===== config.mk =====
export PLATFORM = sky130hd
export DESIGN_NAME = gregorian_date_add_days_unit
export DESIGN_NICKNAME = d
export VERILOG_FILES = /design/src/design/gdad_pkg.sv /design/src/design/gdad_alu.sv /design/src/design/gregorian_date_add_days_unit.sv
export SDC_FILE = /design/constraint.sdc
export NUM_CORES = 1
export LEC_CHECK = 0
export CORE_MARGIN = 4
export CORE_UTILIZATION = 35
export CTS_CLUSTER_DIAMETER = 200
export DETAILED_ROUTE_END_ITERATION = 8
export DONT_BUFFER_PORTS = 1
export HOLD_SLACK_MARGIN = 0.12
export PLACE_DENSITY = 0.49
export SETUP_SLACK_MARGIN = 0.4
export SKIP_CTS_REPAIR_TIMING = 1
export SYNTH_ARGS = -nofsm -noshare
export SYNTH_HDL_FRONTEND = slang
export SYNTH_SLANG_ARGS = --single-unit

===== constraint.sdc =====
create_clock -name clk_i -period 8.96 [get_ports clk_i]
set_input_delay 2.24 -clock clk_i [delete_from_list [all_inputs] [get_ports clk_i]]
set_output_delay 2.24 -clock clk_i [all_outputs]
set_load 0.1 [all_outputs]

===== src/design/gdad_pkg.sv =====
`timescale 1ns / 1ps

package gdad_pkg;

  localparam int unsigned DayW   = 5;
  localparam int unsigned MonthW = 4;
  localparam int unsigned YearW  = 14;
  localparam int unsigned CountW = 16;
  localparam int unsigned OffW   = 9;

  localparam logic [YearW-1:0]  YEAR_MAX    = 14'd9999;
  localparam logic [OffW-1:0]   LEAP_CYCLE  = 9'd400;
  localparam logic [MonthW-1:0] MONTH_LAST  = 4'd12;
  localparam logic [DayW-1:0]   DAY_LAST    = 5'd31;

  typedef enum logic {
    ALU_ADD = 1'b0,
    ALU_SUB = 1'b1
  } alu_op_e;

  // Leap year from the two low bits of the year and the year modulo 400.
  // A year divisible by 4 is a leap year unless it is a century that is not
  // a multiple of 400.
  function automatic logic is_leap(input logic [1:0] y_lo, input logic [OffW-1:0] r400);
    logic century;
    century = (r400 == 9'd100) || (r400 == 9'd200) || (r400 == 9'd300);
    return (y_lo == 2'd0) && !century;
  endfunction

  function automatic logic [OffW-1:0] year_len(input logic leap);
    return leap ? 9'd366 : 9'd365;
  endfunction

  function automatic logic [DayW-1:0] month_len(input logic [MonthW-1:0] m,
                                                input logic leap);
    logic [DayW-1:0] n;
    case (m)
      4'd2:                   n = leap ? 5'd29 : 5'd28;
      4'd4, 4'd6, 4'd9, 4'd11: n = 5'd30;
      default:                n = 5'd31;
    endcase
    return n;
  endfunction

endpackage


===== src/design/gdad_alu.sv =====
`timescale 1ns / 1ps

module gdad_alu (
  input  gdad_pkg::alu_op_e                 op_i,
  input  logic [gdad_pkg::CountW-1:0]       a_i,
  input  logic [gdad_pkg::CountW-1:0]       b_i,
  output logic [gdad_pkg::CountW-1:0]       res_o,
  output logic                              borrow_o,
  output logic                              zero_o
);

  logic [gdad_pkg::CountW:0] full;

  always_comb begin
    if (op_i == gdad_pkg::ALU_SUB) begin
      full = {1'b0, a_i} - {1'b0, b_i};
    end else begin
      full = {1'b0, a_i} + {1'b0, b_i};
    end
  end

  assign res_o    = full[gdad_pkg::CountW-1:0];
  assign borrow_o = full[gdad_pkg::CountW];
  assign zero_o   = (full[gdad_pkg::CountW-1:0] == '0);

endmodule


===== src/design/gregorian_date_add_days_unit.sv =====
`timescale 1ns / 1ps

// Adds a day count to a Gregorian date. A setup first reduces the year modulo
// 400, the day of the year is summed one month per cycle, then whole years are
// stepped off one per cycle and the remainder is split into months, again one
// per cycle. Every step runs through one shared 16-bit add/subtract unit. The
// unit takes a new word only when idle; a finished result waits in the output
// register while the next word is accepted. Out-of-range starting fields are
// clamped, and a result past year 9999 reads as 31 December 9999 with
// year_overflow_o set.
module gregorian_date_add_days_unit (
  input  logic                                clk_i,
  input  logic                                rst_ni,
  input  logic                                in_valid_i,
  output logic                                in_ready_o,
  input  logic [gdad_pkg::DayW-1:0]           start_day_i,
  input  logic [gdad_pkg::MonthW-1:0]         start_month_i,
  input  logic [gdad_pkg::YearW-1:0]          start_year_i,
  input  logic [gdad_pkg::CountW-1:0]         days_to_add_i,
  output logic                                out_valid_o,
  input  logic                                out_ready_i,
  output logic [gdad_pkg::DayW-1:0]           end_day_o,
  output logic [gdad_pkg::MonthW-1:0]         end_month_o,
  output logic [gdad_pkg::YearW-1:0]          end_year_o,
  output logic                                year_overflow_o
);

  localparam logic [2:0] S_IDLE  = 3'd0;
  localparam logic [2:0] S_MOD   = 3'd1;
  localparam logic [2:0] S_CLAMP = 3'd2;
  localparam logic [2:0] S_DOY   = 3'd3;
  localparam logic [2:0] S_REM   = 3'd4;
  localparam logic [2:0] S_SPLIT = 3'd5;
  localparam logic [2:0] S_YEAR  = 3'd6;
  localparam logic [2:0] S_MON   = 3'd7;

  logic [2:0] state_q, state_d;
  logic       done_q, done_d;
  logic       out_valid_q, out_valid_d;

  logic [gdad_pkg::YearW-1:0]  y_q, y_d;
  logic [gdad_pkg::YearW-1:0]  rw_q, rw_d;
  logic [gdad_pkg::OffW-1:0]   r400_q, r400_d;
  logic [gdad_pkg::DayW-1:0]   d_q, d_d;
  logic [gdad_pkg::MonthW-1:0] m_q, m_d;
  logic [gdad_pkg::MonthW-1:0] i_q, i_d;
  logic [gdad_pkg::OffW-1:0]   off_q, off_d;
  logic [gdad_pkg::OffW-1:0]   rem_q, rem_d;
  logic [gdad_pkg::CountW-1:0] num_q, num_d;
  logic                        ovf_q, ovf_d;

  logic [gdad_pkg::DayW-1:0]   end_day_q, end_day_d;
  logic [gdad_pkg::MonthW-1:0] end_month_q, end_month_d;
  logic [gdad_pkg::YearW-1:0]  end_year_q, end_year_d;
  logic                        end_ovf_q, end_ovf_d;

  gdad_pkg::alu_op_e           alu_op;
  logic [gdad_pkg::CountW-1:0] alu_a, alu_b, alu_res;
  logic                        alu_borrow, alu_zero;

  logic                        leap;
  logic [gdad_pkg::OffW-1:0]   ylen;
  logic [gdad_pkg::DayW-1:0]   mlen_cur;
  logic [gdad_pkg::DayW-1:0]   mlen_start;
  logic [gdad_pkg::YearW-1:0]  y_inc;
  logic [gdad_pkg::OffW-1:0]   r400_inc;
  logic                        in_fire;
  logic                        out_fire;

  assign leap       = gdad_pkg::is_leap(y_q[1:0], r400_q);
  assign ylen       = gdad_pkg::year_len(leap);
  assign mlen_cur   = gdad_pkg::month_len(i_q, leap);
  assign mlen_start = gdad_pkg::month_len(m_q, leap);
  assign y_inc      = y_q + 14'd1;
  assign r400_inc   = (r400_q == gdad_pkg::LEAP_CYCLE - 9'd1) ? '0 : r400_q + 9'd1;

  assign in_ready_o = (state_q == S_IDLE) && !done_q;
  assign in_fire    = in_valid_i && in_ready_o;
  assign out_fire   = out_valid_q && out_ready_i;

  gdad_alu u_alu (
    .op_i     (alu_op),
    .a_i      (alu_a),
    .b_i      (alu_b),
    .res_o    (alu_res),
    .borrow_o (alu_borrow),
    .zero_o   (alu_zero)
  );

  always_comb begin
    state_d     = state_q;
    done_d      = done_q;
    out_valid_d = out_valid_q;
    y_d         = y_q;
    rw_d        = rw_q;
    r400_d      = r400_q;
    d_d         = d_q;
    m_d         = m_q;
    i_d         = i_q;
    off_d       = off_q;
    rem_d       = rem_q;
    num_d       = num_q;
    ovf_d       = ovf_q;
    end_day_d   = end_day_q;
    end_month_d = end_month_q;
    end_year_d  = end_year_q;
    end_ovf_d   = end_ovf_q;
    alu_op      = gdad_pkg::ALU_SUB;
    alu_a       = '0;
    alu_b       = '0;

    if (out_fire) begin
      out_valid_d = 1'b0;
    end

    unique case (state_q)
      S_IDLE: begin
        if (done_q && (!out_valid_q || out_ready_i)) begin
          // Hand the finished word to the output register.
          done_d      = 1'b0;
          out_valid_d = 1'b1;
          end_day_d   = d_q;
          end_month_d = m_q;
          end_year_d  = y_q;
          end_ovf_d   = ovf_q;
        end else if (in_fire) begin
          if (start_year_i == '0) begin
            y_d = 14'd1;
          end else if (start_year_i > gdad_pkg::YEAR_MAX) begin
            y_d = gdad_pkg::YEAR_MAX;
          end else begin
            y_d = start_year_i;
          end
          rw_d = y_d;
          if (start_month_i == '0) begin
            m_d = 4'd1;
          end else if (start_month_i > gdad_pkg::MONTH_LAST) begin
            m_d = gdad_pkg::MONTH_LAST;
          end else begin
            m_d = start_month_i;
          end
          d_d     = (start_day_i == '0) ? 5'd1 : start_day_i;
          num_d   = days_to_add_i;
          ovf_d   = 1'b0;
          state_d = S_MOD;
        end
      end
      S_MOD: begin
        alu_a = {2'b0, rw_q};
        alu_b = {7'b0, gdad_pkg::LEAP_CYCLE};
        if (!alu_borrow) begin
          rw_d = alu_res[gdad_pkg::YearW-1:0];
        end else begin
          r400_d  = rw_q[gdad_pkg::OffW-1:0];
          state_d = S_CLAMP;
        end
      end
      S_CLAMP: begin
        // A day past the end of the month reads as its last day.
        alu_a = {11'b0, mlen_start};
        alu_b = {11'b0, d_q};
        off_d = alu_borrow ? {4'b0, mlen_start} : {4'b0, d_q};
        i_d   = 4'd1;
        state_d = S_DOY;
      end
      S_DOY: begin
        alu_op = gdad_pkg::ALU_ADD;
        alu_a  = {7'b0, off_q};
        alu_b  = {11'b0, mlen_cur};
        if (i_q < m_q) begin
          off_d = alu_res[gdad_pkg::OffW-1:0];
          i_d   = i_q + 4'd1;
        end else begin
          state_d = S_REM;
        end
      end
      S_REM: begin
        alu_a   = {7'b0, ylen};
        alu_b   = {7'b0, off_q};
        rem_d   = alu_res[gdad_pkg::OffW-1:0];
        state_d = S_SPLIT;
      end
      S_SPLIT: begin
        // Entry to the split step marks "not yet compared" with a nonzero i.
        if (i_q == '0) begin
          // Count fits in the start year: add it to the day of the year.
          alu_op  = gdad_pkg::ALU_ADD;
          alu_a   = {7'b0, off_q};
          alu_b   = num_q;
          off_d   = alu_res[gdad_pkg::OffW-1:0];
          i_d     = 4'd1;
          state_d = S_MON;
        end else begin
          alu_a = num_q;
          alu_b = {7'b0, rem_q};
          if (alu_borrow || alu_zero) begin
            i_d = '0;
          end else begin
            num_d   = alu_res;
            y_d     = y_inc;
            r400_d  = r400_inc;
            state_d = S_YEAR;
          end
        end
      end
      S_YEAR: begin
        alu_a = num_q;
        alu_b = {7'b0, ylen};
        if (!alu_borrow && !alu_zero) begin
          num_d  = alu_res;
          y_d    = y_inc;
          r400_d = r400_inc;
        end else if (y_q > gdad_pkg::YEAR_MAX) begin
          ovf_d   = 1'b1;
          d_d     = gdad_pkg::DAY_LAST;
          m_d     = gdad_pkg::MONTH_LAST;
          y_d     = gdad_pkg::YEAR_MAX;
          done_d  = 1'b1;
          state_d = S_IDLE;
        end else begin
          off_d   = num_q[gdad_pkg::OffW-1:0];
          i_d     = 4'd1;
          state_d = S_MON;
        end
      end
      S_MON: begin
        alu_a = {7'b0, off_q};
        alu_b = {11'b0, mlen_cur};
        if ((i_q < gdad_pkg::MONTH_LAST) && !alu_borrow && !alu_zero) begin
          off_d = alu_res[gdad_pkg::OffW-1:0];
          i_d   = i_q + 4'd1;
        end else begin
          d_d     = off_q[gdad_pkg::DayW-1:0];
          m_d     = i_q;
          done_d  = 1'b1;
          state_d = S_IDLE;
        end
      end
      default: begin
        state_d = S_IDLE;
      end
    endcase
  end

  always_ff @(posedge clk_i or negedge rst_ni) begin
    if (!rst_ni) begin
      state_q     <= S_IDLE;
      done_q      <= 1'b0;
      out_valid_q <= 1'b0;
    end else begin
      state_q     <= state_d;
      done_q      <= done_d;
      out_valid_q <= out_valid_d;
    end
  end

  always_ff @(posedge clk_i) begin
    y_q         <= y_d;
    rw_q        <= rw_d;
    r400_q      <= r400_d;
    d_q         <= d_d;
    m_q         <= m_d;
    i_q         <= i_d;
    off_q       <= off_d;
    rem_q       <= rem_d;
    num_q       <= num_d;
    ovf_q       <= ovf_d;
    end_day_q   <= end_day_d;
    end_month_q <= end_month_d;
    end_year_q  <= end_year_d;
    end_ovf_q   <= end_ovf_d;
  end

  assign out_valid_o     = out_valid_q;
  assign end_day_o       = end_day_q;
  assign end_month_o     = end_month_q;
  assign end_year_o      = end_year_q;
  assign year_overflow_o = end_ovf_q;

  a_busy_after_accept: assert property (@(posedge clk_i) disable iff (!rst_ni)
    in_valid_i && in_ready_o |=> !in_ready_o)
    else $error("unit still ready right after taking a word");

  a_month_range: assert property (@(posedge clk_i) disable iff (!rst_ni)
    out_valid_o |-> (end_month_o >= 4'd1) && (end_month_o <= gdad_pkg::MONTH_LAST))
    else $error("result month out of range");

  a_overflow_saturates: assert property (@(posedge clk_i) disable iff (!rst_ni)
    out_valid_o && year_overflow_o |->
      (end_year_o == gdad_pkg::YEAR_MAX) && (end_day_o == gdad_pkg::DAY_LAST))
    else $error("overflow result not saturated");

  a_normal_result: assert property (@(posedge clk_i) disable iff (!rst_ni)
    out_valid_o && !year_overflow_o |->
      (end_year_o <= gdad_pkg::YEAR_MAX) && (end_year_o != '0) && (end_day_o != '0))
    else $error("result date out of range");

endmodule


==> results by stage, run 1 <==
Synth:
- The flip-flop and latch count after synthesis is 114.
- In the synthesized netlist the dominant register cell turns out to be edfxtp_1.
- Summing the areas of all compound-gate instances in the mapped netlist gives between 20% and 30% of the synthesized area.
- Counting every net in the synthesized netlist gives 900.
- The mux share of post-synthesis cell area is 1.19%.
- The number of flops mapped to enable cells by yosys is between 100 and 150.
- The proportion of synthesized chip area in sequential cells is between 40% and 50%.
- The area fraction in and, or, nand and nor cells after synthesis is approximately 19%.
- The synthesized-area fraction occupied by adder cells is about 4.9%.
- For this run, asynchronously set or reset flops after synthesis account for under 10%.
- The number of distinct library cells after synthesis is 75.
- During synthesis, Yosys emitted a total of 0 warnings.
- The summed instance area of the synthesized netlist is 7560 µm².
- The post-synthesis average cell area is a little over 9 µm².
- The xor/xnor cell area share of the yosys netlist is between 5 and 6%.
- By area, the combinational part of the netlist is dominated by compound AO/OA/AOI/OAI gates.
- Counting every instance in the synthesized netlist gives 828.

Placement:
- The post-DP HPWL is roughly 19000 µm.
- The routability congestion estimate is approximately 0.94.
- The count of buffers from port buffering is 0.

GRT:
- The total congestion overflow is 0.
- The initial antenna violation count came to 0.
- The pin count of the biggest net entering global routing is between 50 and 60.
- Across every metal layer, demand over resource in global routing totals between 20% and 30%.
- The wire length of the first global-routing pass is 38600 µm.
- The number of global-route vias before repair was roughly 6300.

STA:
- After layout, the worst path uses around 83% of the clock period.
- Static timing analysis puts the maximum clock frequency at between 100 and 150 MHz.
- The final-report max-slew violation count is 0.
- The max-slew headroom at the worst pin is 10.4%.
- Setup repair after global routing left no endpoint under its margin.
- The worst hold-check slack is roughly 0.43 ns.
- The shortest period the worst path allows is 7.42 ns.
- At the pin with the least slew margin, the transition time is around 1.3 ns.
- The final hold violation count is 0.
- The post-route setup TNS is 0 ns.
- Setup violations remaining at the end of the flow were counted as 0.
- The worst clock skew is about 0.011 ns.

Finish:
- The area added between synthesis and finish is 11.2%.
- The number of antenna diodes in the final layout is 0.
- The final layout contains slightly below 900 nets.
- The fraction of final layout cells sized beyond drive strength 1 is under 10%.
- Leaving out fill and tap cells, the most frequent cells in the layout are 140 x nand2_1, 109 x edfxtp_1, 68 x o21ai_0.
- For this run, the share of the core covered by cells in the final layout is between 30% and 40%.
- The number of filler instances in the final layout is approximately 2100.
- Leaving out fill and tap cells, the most frequent cell in the layout is nand2_1.

Routing:
- The post-detailed-route count of antenna-violating nets is 0.
- For this run, design rule violations remaining after detail routing come to 0.
- For this block, the via count after detailed routing is ~6600.
- The iteration-0 DRC count of the detailed router is about 720.
- The detailed-routing iteration count for the pre-antenna-repair pass is 5.
- The total wire length after detailed routing is approximately 25000 µm.
- Dividing the detail-routed wire length by the instance count gives 22.8 µm.
- The average via count per standard cell is about 6.

Floorplan:
- The core region is 21200 µm².
- The floorplan step set the die width to ~150 µm.
- The die covers approximately 24000 µm².
- The I/O pin count is 69.
- The initial core utilization is 35.7%.
- In this run the core area contains 53 standard-cell rows.
- The y dimension of the die is between 150 and 200 µm.

Setup path:
- The start-to-end type of the worst setup path is reg -> reg.
- STA puts the critical path data arrival time at 7.46 ns.
- The worst setup path is launched from a flop.
- The capturing element type of the critical path is a flop.
- The maximum fanout along the worst path is 15.
- The worst endpoint required time is approximately 9 ns.

Clocking:
- The source-to-sink clock delay at the later pin of the worst-skew pair is around 0.43 ns.
- The clock buffer count from CTS is 17.
- The H-tree generated during clock tree synthesis spans 4 levels.
- Clock tree synthesis selected as its root buffer the cell clkbuf_16.
- The buffer levels on the longest clock path is 2.
- Clock tree synthesis found a total of 114 sinks.
- The clock tree from TritonCTS is built.
- After clock tree synthesis, the clock-pin slew on the worst setup and hold paths is 0.06 ns.

Job:
- The number of maximum-capacitance violations is 0.

Run status:
- The flow ran to the end, and the final reports show no timing, DRC or antenna violations.

Hold path:
- The class of the tightest hold or removal check is reg -> reg.
## worst paths after layout
check	start	end	slack, ns	cells past startpoint
setup reg to reg	i_q[0]$_DFFE_PP_	y_q[2]$_DFFE_PP_	1.54	22
hold / removal	ovf_q$_DFFE_PP_	year_overflow_o$_DFFE_PP_	0.43	0
hold reg to reg	ovf_q$_DFFE_PP_	year_overflow_o$_DFFE_PP_	0.43	0
setup / recovery	i_q[0]$_DFFE_PP_	y_q[2]$_DFFE_PP_	1.54	22
max in group asynchronous	rst_ni	done_q$_DFFE_PN0P_	7.38	0
min in group asynchronous	rst_ni	state_q[1]$_DFFE_PN0P_	1.50	0
## area by class of cell
| class | count | area [µm²] | area share, % |
|---|---|---|---|
| well taps | 275 | 344 | 4.09 |
| multi-input cells | 644 | 3890 | 46.3 |
| clock inverters | 15 | 126 | 1.50 |
| clock buffers | 17 | 425 | 5.06 |
| inverters | 32 | 120 | 1.43 |
| repair buffers | 14 | 105 | 1.25 |
| flip-flops and latches | 114 | 3400 | 40.4 |
## critical path: stages (launching register included)
cell and delay (ns):
edfxtp_1 0.46, inv_1 0.17, ha_1 0.21, nor3b_4 0.78, mux2i_1 0.34, o211a_1 0.23
nor4b_4 0.36, and3_1 0.26, and3_1 0.18, nand2_1 0.14, nor3_1 0.21, xnor2_1 0.14
a21oi_1 0.10, ha_1 0.44, and4_1 0.22, o21ai_1 0.06, a21oi_1 0.22, o211ai_1 0.20
a21oi_2 0.38, xnor2_2 0.28, a41oi_4 0.44, nor3_1 0.11, a211oi_2 1.05
## Yosys cell counts, types with 14 or more instances
library cell,number,share of area [%]
nand2_1,140,7.0
edfxtp_1,109,43
o21ai_0,69,4.6
a21oi_1,66,4.4
nor2_1,59,2.9
inv_1,29,1.4
ha_1,28,4.6
clkbuf_1,25,1.2
nand3_1,25,1.7
xor2_1,25,2.9
nor3_1,24,1.6
xnor2_1,19,2.2
and3_1,15,1.2
o21ai_1,15,0.99
o22ai_1,14,1.2
## flip-flops by register name, indices dropped and copies added (netlist names), 4 cells and up
name,flops
rem_q,9
m_q,4
y_q,14
i_q,4
r400_q,9
end_year_o,14
end_day_o,5
rw_q,14
end_month_o,4
off_q,9
d_q,5
num_q,16
## metrics by stage
| stage | instance area [µm²] | setup slack, ns | instances |
|---|---|---|---|
| 6_report | 8410 | 1.54 | 1111 |
| 5_1_grt | 8410 | 1.14 | 1111 |
| 4_1_cts | 8410 | 1.59 | 1111 |
| 3_5_place_dp | 7860 | 1.65 | 1079 |
| 3_3_place_gp | 7860 | 1.69 | 1079 |
| 2_1_floorplan | 7560 | 3.12 | 828 |
## layer usage
layer  global-route usage [%]  share of wire (%)  vias to the layer above
met5                        0                  0                        -
met4                     7.40                2.7                        0
met3                     5.23                8.2                       49
met2                     30.4                 43                      337
met1                     30.4                 46                     3173
li1                         -                  -                     3047
## cell families (layout without fill, tap and decap cells)
family                     Yosys count  count (layout)
xor gates and xnor gates            45              45
and+or+nand+nor                    314             314
buffers and inverters               70              78
adders and majority gates           29              29
muxes                                9               9
DFF                                114             114
AOI/OAI and AO/OA                  247             247
Power of run 1 is left out: the tool's default activity adds up to more than one toggle a clock period on the data nets, which glitch-free logic cannot reach.
==> run 2: changes to the inputs <==
--- a/config.mk
+++ b/config.mk
@@ -5,13 +5,14 @@
 export SDC_FILE = /design/constraint.sdc
 export NUM_CORES = 1
 export LEC_CHECK = 0
+export ABC_AREA = 1
 export CORE_MARGIN = 4
 export CORE_UTILIZATION = 35
 export CTS_CLUSTER_DIAMETER = 200
 export DETAILED_ROUTE_END_ITERATION = 8
 export DONT_BUFFER_PORTS = 1
 export HOLD_SLACK_MARGIN = 0.12
-export PLACE_DENSITY = 0.49
+export PLACE_DENSITY = 0.51
 export SETUP_SLACK_MARGIN = 0.4
 export SKIP_CTS_REPAIR_TIMING = 1
 export SYNTH_ARGS = -nofsm -noshare
==> constraint.sdc (replaced) <==
create_clock -name clk_i -period 6.25 [get_ports clk_i]
set_input_delay 1.5625 -clock clk_i [delete_from_list [all_inputs] [get_ports clk_i]]
set_output_delay 1.5625 -clock clk_i [all_outputs]
set_load 0.1 [all_outputs]
==> results by stage, run 2 <==
Run status:
- The flow ran to the end, and the final reports show no timing, DRC or antenna violations.

STA:
- The achievable clock frequency is 188 MHz.
- The number of setup violations in the final report is 0.
- Setup repair after global routing left no endpoint under its margin.
- Between clock sinks in the finished design, the worst skew comes to roughly 0.0094 ns.
- The final hold violation count came to 0.
- The ratio of final minimum period to clock period is 85.0%.
- The final-report max-slew violation count is 0.
- The post-route setup TNS is 0 ns.
- The routed design could run at a clock period as short as 5.31 ns.
- At the pin with the least slew margin, the transition time is between 1 and 1.5 ns.
- The max-slew headroom at the worst pin is approximately 29%.

GRT:
- Across every metal layer, demand over resource in global routing totals between 20% and 30%.
- The wire length of the first global-routing pass is around 39000 µm.
- The number of global-route vias before repair was between 6000 and 7000.
- The total congestion overflow is 0.
- Entering global routing, the biggest net connects between 50 and 60 pins.
- The initial antenna violation count is 0.

Setup path:
- The register-to-register setup slack is around 0.94 ns.
- The endpoint arrival time on the critical path is ~5.4 ns.
- The highest-delay cell along the critical path is edfxtp_1.
- The critical register-to-register path startpoint is i_q[0]$_DFFE_PP_.
- The endpoint identified for the worst register-to-register timing path is num_q[15]$_DFFE_PP_.
- The start-to-end type of the worst setup path is reg -> reg.
- The maximum fanout along the worst path is 13.
- The number of cells on the worst reg-to-reg path is 36.
- The category of the worst setup path launch point is a flop.
- For the worst setup path, the data required time is between 6 and 7 ns.
- STA classifies the critical path endpoint as a flop.
- The largest single stage delay on the critical path is approximately 0.48 ns.
- The most numerous cell type found on the critical path is nand2_1.

Floorplan:
- Measured along the y axis, the die boundary spans about 160 µm.
- The initialized floorplan defines 54 standard-cell rows.
- The floorplan step defined a die boundary enclosing between 20000 and 25000 µm².
- The initial core utilization is 35.8%.
- The core area is around 22000 µm².
- The overall die width is 158 µm.
- The I/O pin count is ~70.

Synth:
- After synthesis, flip-flops and latches occupy 43.2% of the total area.
- In the post-synthesis netlist, the biggest area contributors are edfxtp_1 42%, nand2_1 13%, inv_1 6.9%.
- Synthesis produced a netlist whose cell count is 996.
- For this run, asynchronously set or reset flops after synthesis account for 4.39%.
- By count the netlist is led by 267 x nand2_1, 144 x inv_1, 109 x edfxtp_1.
- The number of flops mapped to enable cells by yosys is 109.
- The cell accounting for the most synthesized area is edfxtp_1.
- A synthesized cell averages just under 8 µm².
- The Yosys step of the flow raised 0 warnings.
- The top-area cell type share of the netlist area is a little over two fifths.
- The summed instance area of the synthesized netlist is 7860 µm².
- The number of different library cells used by synthesis comes to 48.
- The most instantiated library cell after synthesis is nand2_1.
- The most used flip-flop cell after synthesis is edfxtp_1.
- The flip-flop and latch count after synthesis is between 100 and 150.
- The net count of the mapped netlist is approximately 1100.

Finish:
- Cells with a size suffix above 1 make up about a tenth of the layout.
- The number of antenna repair diodes is 0.
- The library cell used most frequently in the layout, excluding fill and tap cells, is nand2_1.
- The final-stage net count is between 1000 and 1500.
- The area added between synthesis and finish is 12.1%.
- The post-route standard cell area excluding fillers is about 8800 µm².
- The library cells used most frequently in the layout, excluding fill and tap cells, are 267 x nand2_1, 144 x inv_1, 109 x edfxtp_1.
- The register bank with the most flops is num_q.
- The register with the most flip-flops in the layout has 16 of them.

Hold path:
- In this run the most critical hold path is launched from ovf_q$_DFFE_PP_.
- In this run the worst hold path is classified as reg -> reg.
- The depth of the worst hold-timing path is 0.
- The capture endpoint of the worst hold path is year_overflow_o$_DFFE_PP_.

Placement:
- During placement, the flow inserted port buffers numbering 0.
- The placed instances occupy a cell area of just over 8000 µm².
- The routability congestion estimate is between 0.9 and 1.
- Detailed placement ended at an HPWL of roughly 20000 µm.

Routing:
- In the routed design, unresolved DRC markers number 0.
- The total wire length after detailed routing is ~25000 µm.
- After detailed routing, the average wire length per cell comes to 19.4 µm.
- Across all layers, the routed design uses between 6000 and 7000 vias.
- Once detail routing completed, the nets flagged for antenna violations numbered 0.
- The average via count per standard cell is about 5.3.
- The detailed-routing iteration count for the pre-antenna-repair pass is 5.
- The detailed router finished its first iteration with approximately 620 violations.

Clocking:
- The clock-pin slew on the worst setup and hold paths is around 0.060 ns.
- The H-tree was split into 4 levels.
- The source-to-sink clock delay at the later pin of the worst-skew pair is 0.43 ns.
- The clock drives ~110 sinks.
- Clock tree synthesis inserted a total of 17 buffers.
- TritonCTS built the clock tree.
- The root cell of the clock tree is clkbuf_16.
- The clock passes through at most 2 buffers.

Job:
- Max-cap violations in this run came to 0.
[run 2: worst max path at each step]
stage | startpoint | cells after the start | slack, ns | endpoint
3_3_place_gp | i_q[0]$_DFFE_PP_ | 36 | 0.67 | num_q[14]$_DFFE_PP_
3_5_place_dp | i_q[0]$_DFFE_PP_ | 34 | 0.60 | num_q[12]$_DFFE_PP_
2_1_floorplan | i_q[0]$_DFFE_PP_ | 33 | 1.46 | d_q[0]$_DFFE_PP_
5_1_grt | state_q[0]$_DFFE_PN0P_ | 32 | 0.40 | off_q[0]$_DFFE_PP_
4_1_cts | i_q[0]$_DFFE_PP_ | 36 | 0.57 | num_q[15]$_DFFE_PP_
6_report | i_q[0]$_DFFE_PP_ | 36 | 0.94 | num_q[15]$_DFFE_PP_
[run 2: worst max-delay path: cells and delay by family, from the launching register on]
| family | cells | cell delay, ns |
|---|---|---|
| compound gates | 4 | 0.65 |
| fa+ha+maj | 3 | 0.68 |
| buf+inv | 6 | 0.78 |
| flops | 1 | 0.48 |
| simple gates | 23 | 2.38 |
[run 2: area by class of cell]
class                           count  area, µm²
Inverter                          157        589
Clock buffer                       17        425
Timing Repair Buffer               15        113
Multi-Input combinational cell    706       3790
Clock inverter                     15        134
Tap cell                          280        350
Fill cell                        2256      13200
Sequential cell                   114       3400
[run 2: through the flow]
stage	utilization [%]	std cells	hold WS, ns	worst slack, ns
detailed placement	37.5	1272	0.430	0.596
finish	40.1	1304	0.439	0.941
global placement	37.5	1272	0.435	0.669
CTS	40.0	1304	0.444	0.572
floorplan	-	996	0.400	1.46
global route	40.1	1304	0.447	0.405
[run 2: cell families (layout without fill, tap and decap cells)]
group                      Yosys count  count (layout)  synth area share, %
AOI/OAI and AO/OA                  163             163                 12.5
buffers and inverters              176             204                 8.76
DFF                                114             114                 43.2
xor gates and xnor gates            27              27                 3.01
adders and majority gates           29              29                 4.71
and+or+nand+nor                    487             487                 27.8
[run 2: per-layer routing]
metal	part of all wire, %	GRT usage, %
met1	46	29.0
met2	44	31.8
met3	7.1	4.65
met4	2.5	6.47
met5	0	0
Power of run 2 is left out for the same reason.
==> run 3: changes to the inputs <==
==> constraint.sdc (replaced) <==
create_clock -name clk_i -period 4.5 [get_ports clk_i]
set_input_delay 1.125 -clock clk_i [delete_from_list [all_inputs] [get_ports clk_i]]
set_output_delay 1.125 -clock clk_i [all_outputs]
set_load 0.1 [all_outputs]
==> results by stage, run 3 (synthesized netlist as in run 2, its figures left out) <==
Run status:
- The flow ran to the end, but the final reports show violations.
- The final reports fail on negative setup slack.

Floorplan:
- The overall die width is between 150 and 200 µm.
- For this design the top-level I/O count stands at 69.
- The initial core utilization is roughly 36%.
- The core area is ~22000 µm².
- In this run the vertical extent of the chip is approximately 160 µm.
- The row count is 54.
- The die covers between 20000 and 25000 µm².

Routing:
- The overall via count from detail_route is approximately 7400.
- In this run the remaining antenna-violating nets after routing total 0.
- The detailed-routing iteration count for the pre-antenna-repair pass is 5.
- After detailed routing, the total wire length is around 27000 µm.
- The remaining routing DRC violations is 0.
- For this block, the initial DRC count from the detailed router was just over 500.
- The average via count per standard cell is a little over 5.
- After detailed routing, the average wire length per cell comes to about 19 µm.

Setup path:
- At the worst endpoint, the required time is 4.64 ns.
- Data on the critical path arrives at its endpoint at 4.92 ns.
- For this run, the slowest stage of the critical path takes around 0.42 ns.
- The critical path is of the reg -> reg type.
- The source of the critical timing path is i_q[0]$_DFFE_PP_.
- The library cell appearing most often on the critical path is buf_4.
- The capturing element type of the critical path is a flop.
- The critical register-to-register path startpoint is i_q[0]$_DFFE_PP_.
- The kind of cell with the highest combined delay on the critical path is simple AND/OR/NAND/NOR gates.
- Along the worst path, the maximum fanout reaches 5.
- The highest-delay cell along the critical path is edfxtp_1.
- The number of buffers and inverters on the critical path is 9.
- The category of the worst setup path launch point is a flop.

GRT:
- The initial antenna violation count was 0.
- The global router's overall resource usage is between 20% and 30%.
- The wire length of the first global-routing pass is a little over 40000 µm.
- The pin count of the biggest net entering global routing is 31.
- The total congestion overflow is 0.
- The number of global-route vias before repair is a little over 7000.

Placement:
- Buffers placed on the I/O ports in this run total 0.
- The routability congestion estimate is around 0.93.
- After legalization and detailed placement, the total HPWL measured about 21000 µm.
- After detailed placement, the total cell area comes to roughly 9200 µm².

STA:
- The final-report max-slew violation count is 0.
- Setup total negative slack on the finished layout was measured at -14.18 ns.
- The smallest clock period supported by the final layout is computed as around 4.8 ns.
- The final hold violation count is 0.
- The achievable clock frequency is between 200 and 250 MHz.
- Setup repair after global routing could not meet its margin everywhere.
- The max-slew headroom at the worst pin is between 30% and 40%.
- The worst clock skew is about 0.010 ns.
- In the post-route analysis, the smallest setup slack over all paths is -0.278 ns.
- The number of setup violations in the final report is 97.
- Of the available clock period, the critical path in the final layout requires 106%.
- At the pin with the least slew margin, the transition time is 1.02 ns.

Clocking:
- The buffer levels on the longest clock path is 2.
- The clock sink count is approximately 110.
- TritonCTS built the clock tree.
- TritonCTS created 17 clock buffers.
- The root cell of the clock tree is clkbuf_16.
- At the later pin of the worst-skew pair, clock insertion delay measures 0.42 ns.
- The clock-pin slew on the worst setup and hold paths is 0.06 ns.
- The H-tree level count is 4.

Finish:
- Counting flops per register, the top entry is num_q.
- The register with the most flip-flops in the layout has 16 of them.
- The total area of multi-input combinational cells is approximately 4300 µm².
- Registers take roughly 3400 µm².
- The library cell used most frequently in the layout, excluding fill and tap cells, is nand2_1.
- The fraction of final layout cells sized beyond drive strength 1 is approximately 26%.
- Counting the fill cells in the layout gives 2180.
- 0 antenna diodes ended up in the layout.
- The library cells used most frequently in the layout, excluding fill and tap cells, are 253 x nand2_1, 138 x inv_1, 126 x buf_4.
- Compared with the post-synthesis result, the final layout area differs by 32.6%.
- After routing the design area is ~10000 µm².
- The final-stage net count is roughly 1200.

Job:
- Across the run, the number of max-cap violations was 0.

Hold path:
- The class of the tightest hold or removal check is in -> async.
-- run 3: final cells by class --
class                      count  share of cell area [%]
multi-input combinational    706                    41.0
sequential                   114                    32.6
timing repair buffer         139                    11.3
inverter                     157                    5.87
clock buffer                  17                    4.08
tap                          280                    3.36
clock inverter                15                    1.73
-- run 3: worst paths after layout --
kind                                              to  slack (ns)  depth (start not counted)
setup / recovery                    m_q[1]$_DFFE_PP_       -0.28                         31
hold / removal                state_q[0]$_DFFE_PN0P_        0.40                          0
setup reg to reg                    m_q[1]$_DFFE_PP_       -0.28                         31
hold reg to reg            year_overflow_o$_DFFE_PP_        0.43                          0
max in group asynchronous         done_q$_DFFE_PN0P_        4.04                          0
min in group clk_i         year_overflow_o$_DFFE_PP_        0.43                          0
-- run 3: per-stage QoR --
stage          hold WS [ns]  worst slack (ns)  std cells  util, %
2_1_floorplan         0.400             0.336        996        -
3_3_place_gp          0.408            -0.361       1382     42.1
3_5_place_dp          0.412            -0.303       1382     42.1
4_1_cts               0.387            -0.330       1414     44.8
5_1_grt               0.379            -0.479       1428     47.4
6_report              0.397            -0.278       1428     47.4
-- run 3: per-layer routing --
layer	track usage, %	wire, µm	up-vias
met5	0	0	-
met4	6.27	817	0
met3	4.78	1700	44
met2	35.7	12700	238
met1	28.8	12100	3473
li1	-	-	3633
Power of run 3 is left out for the same reason.
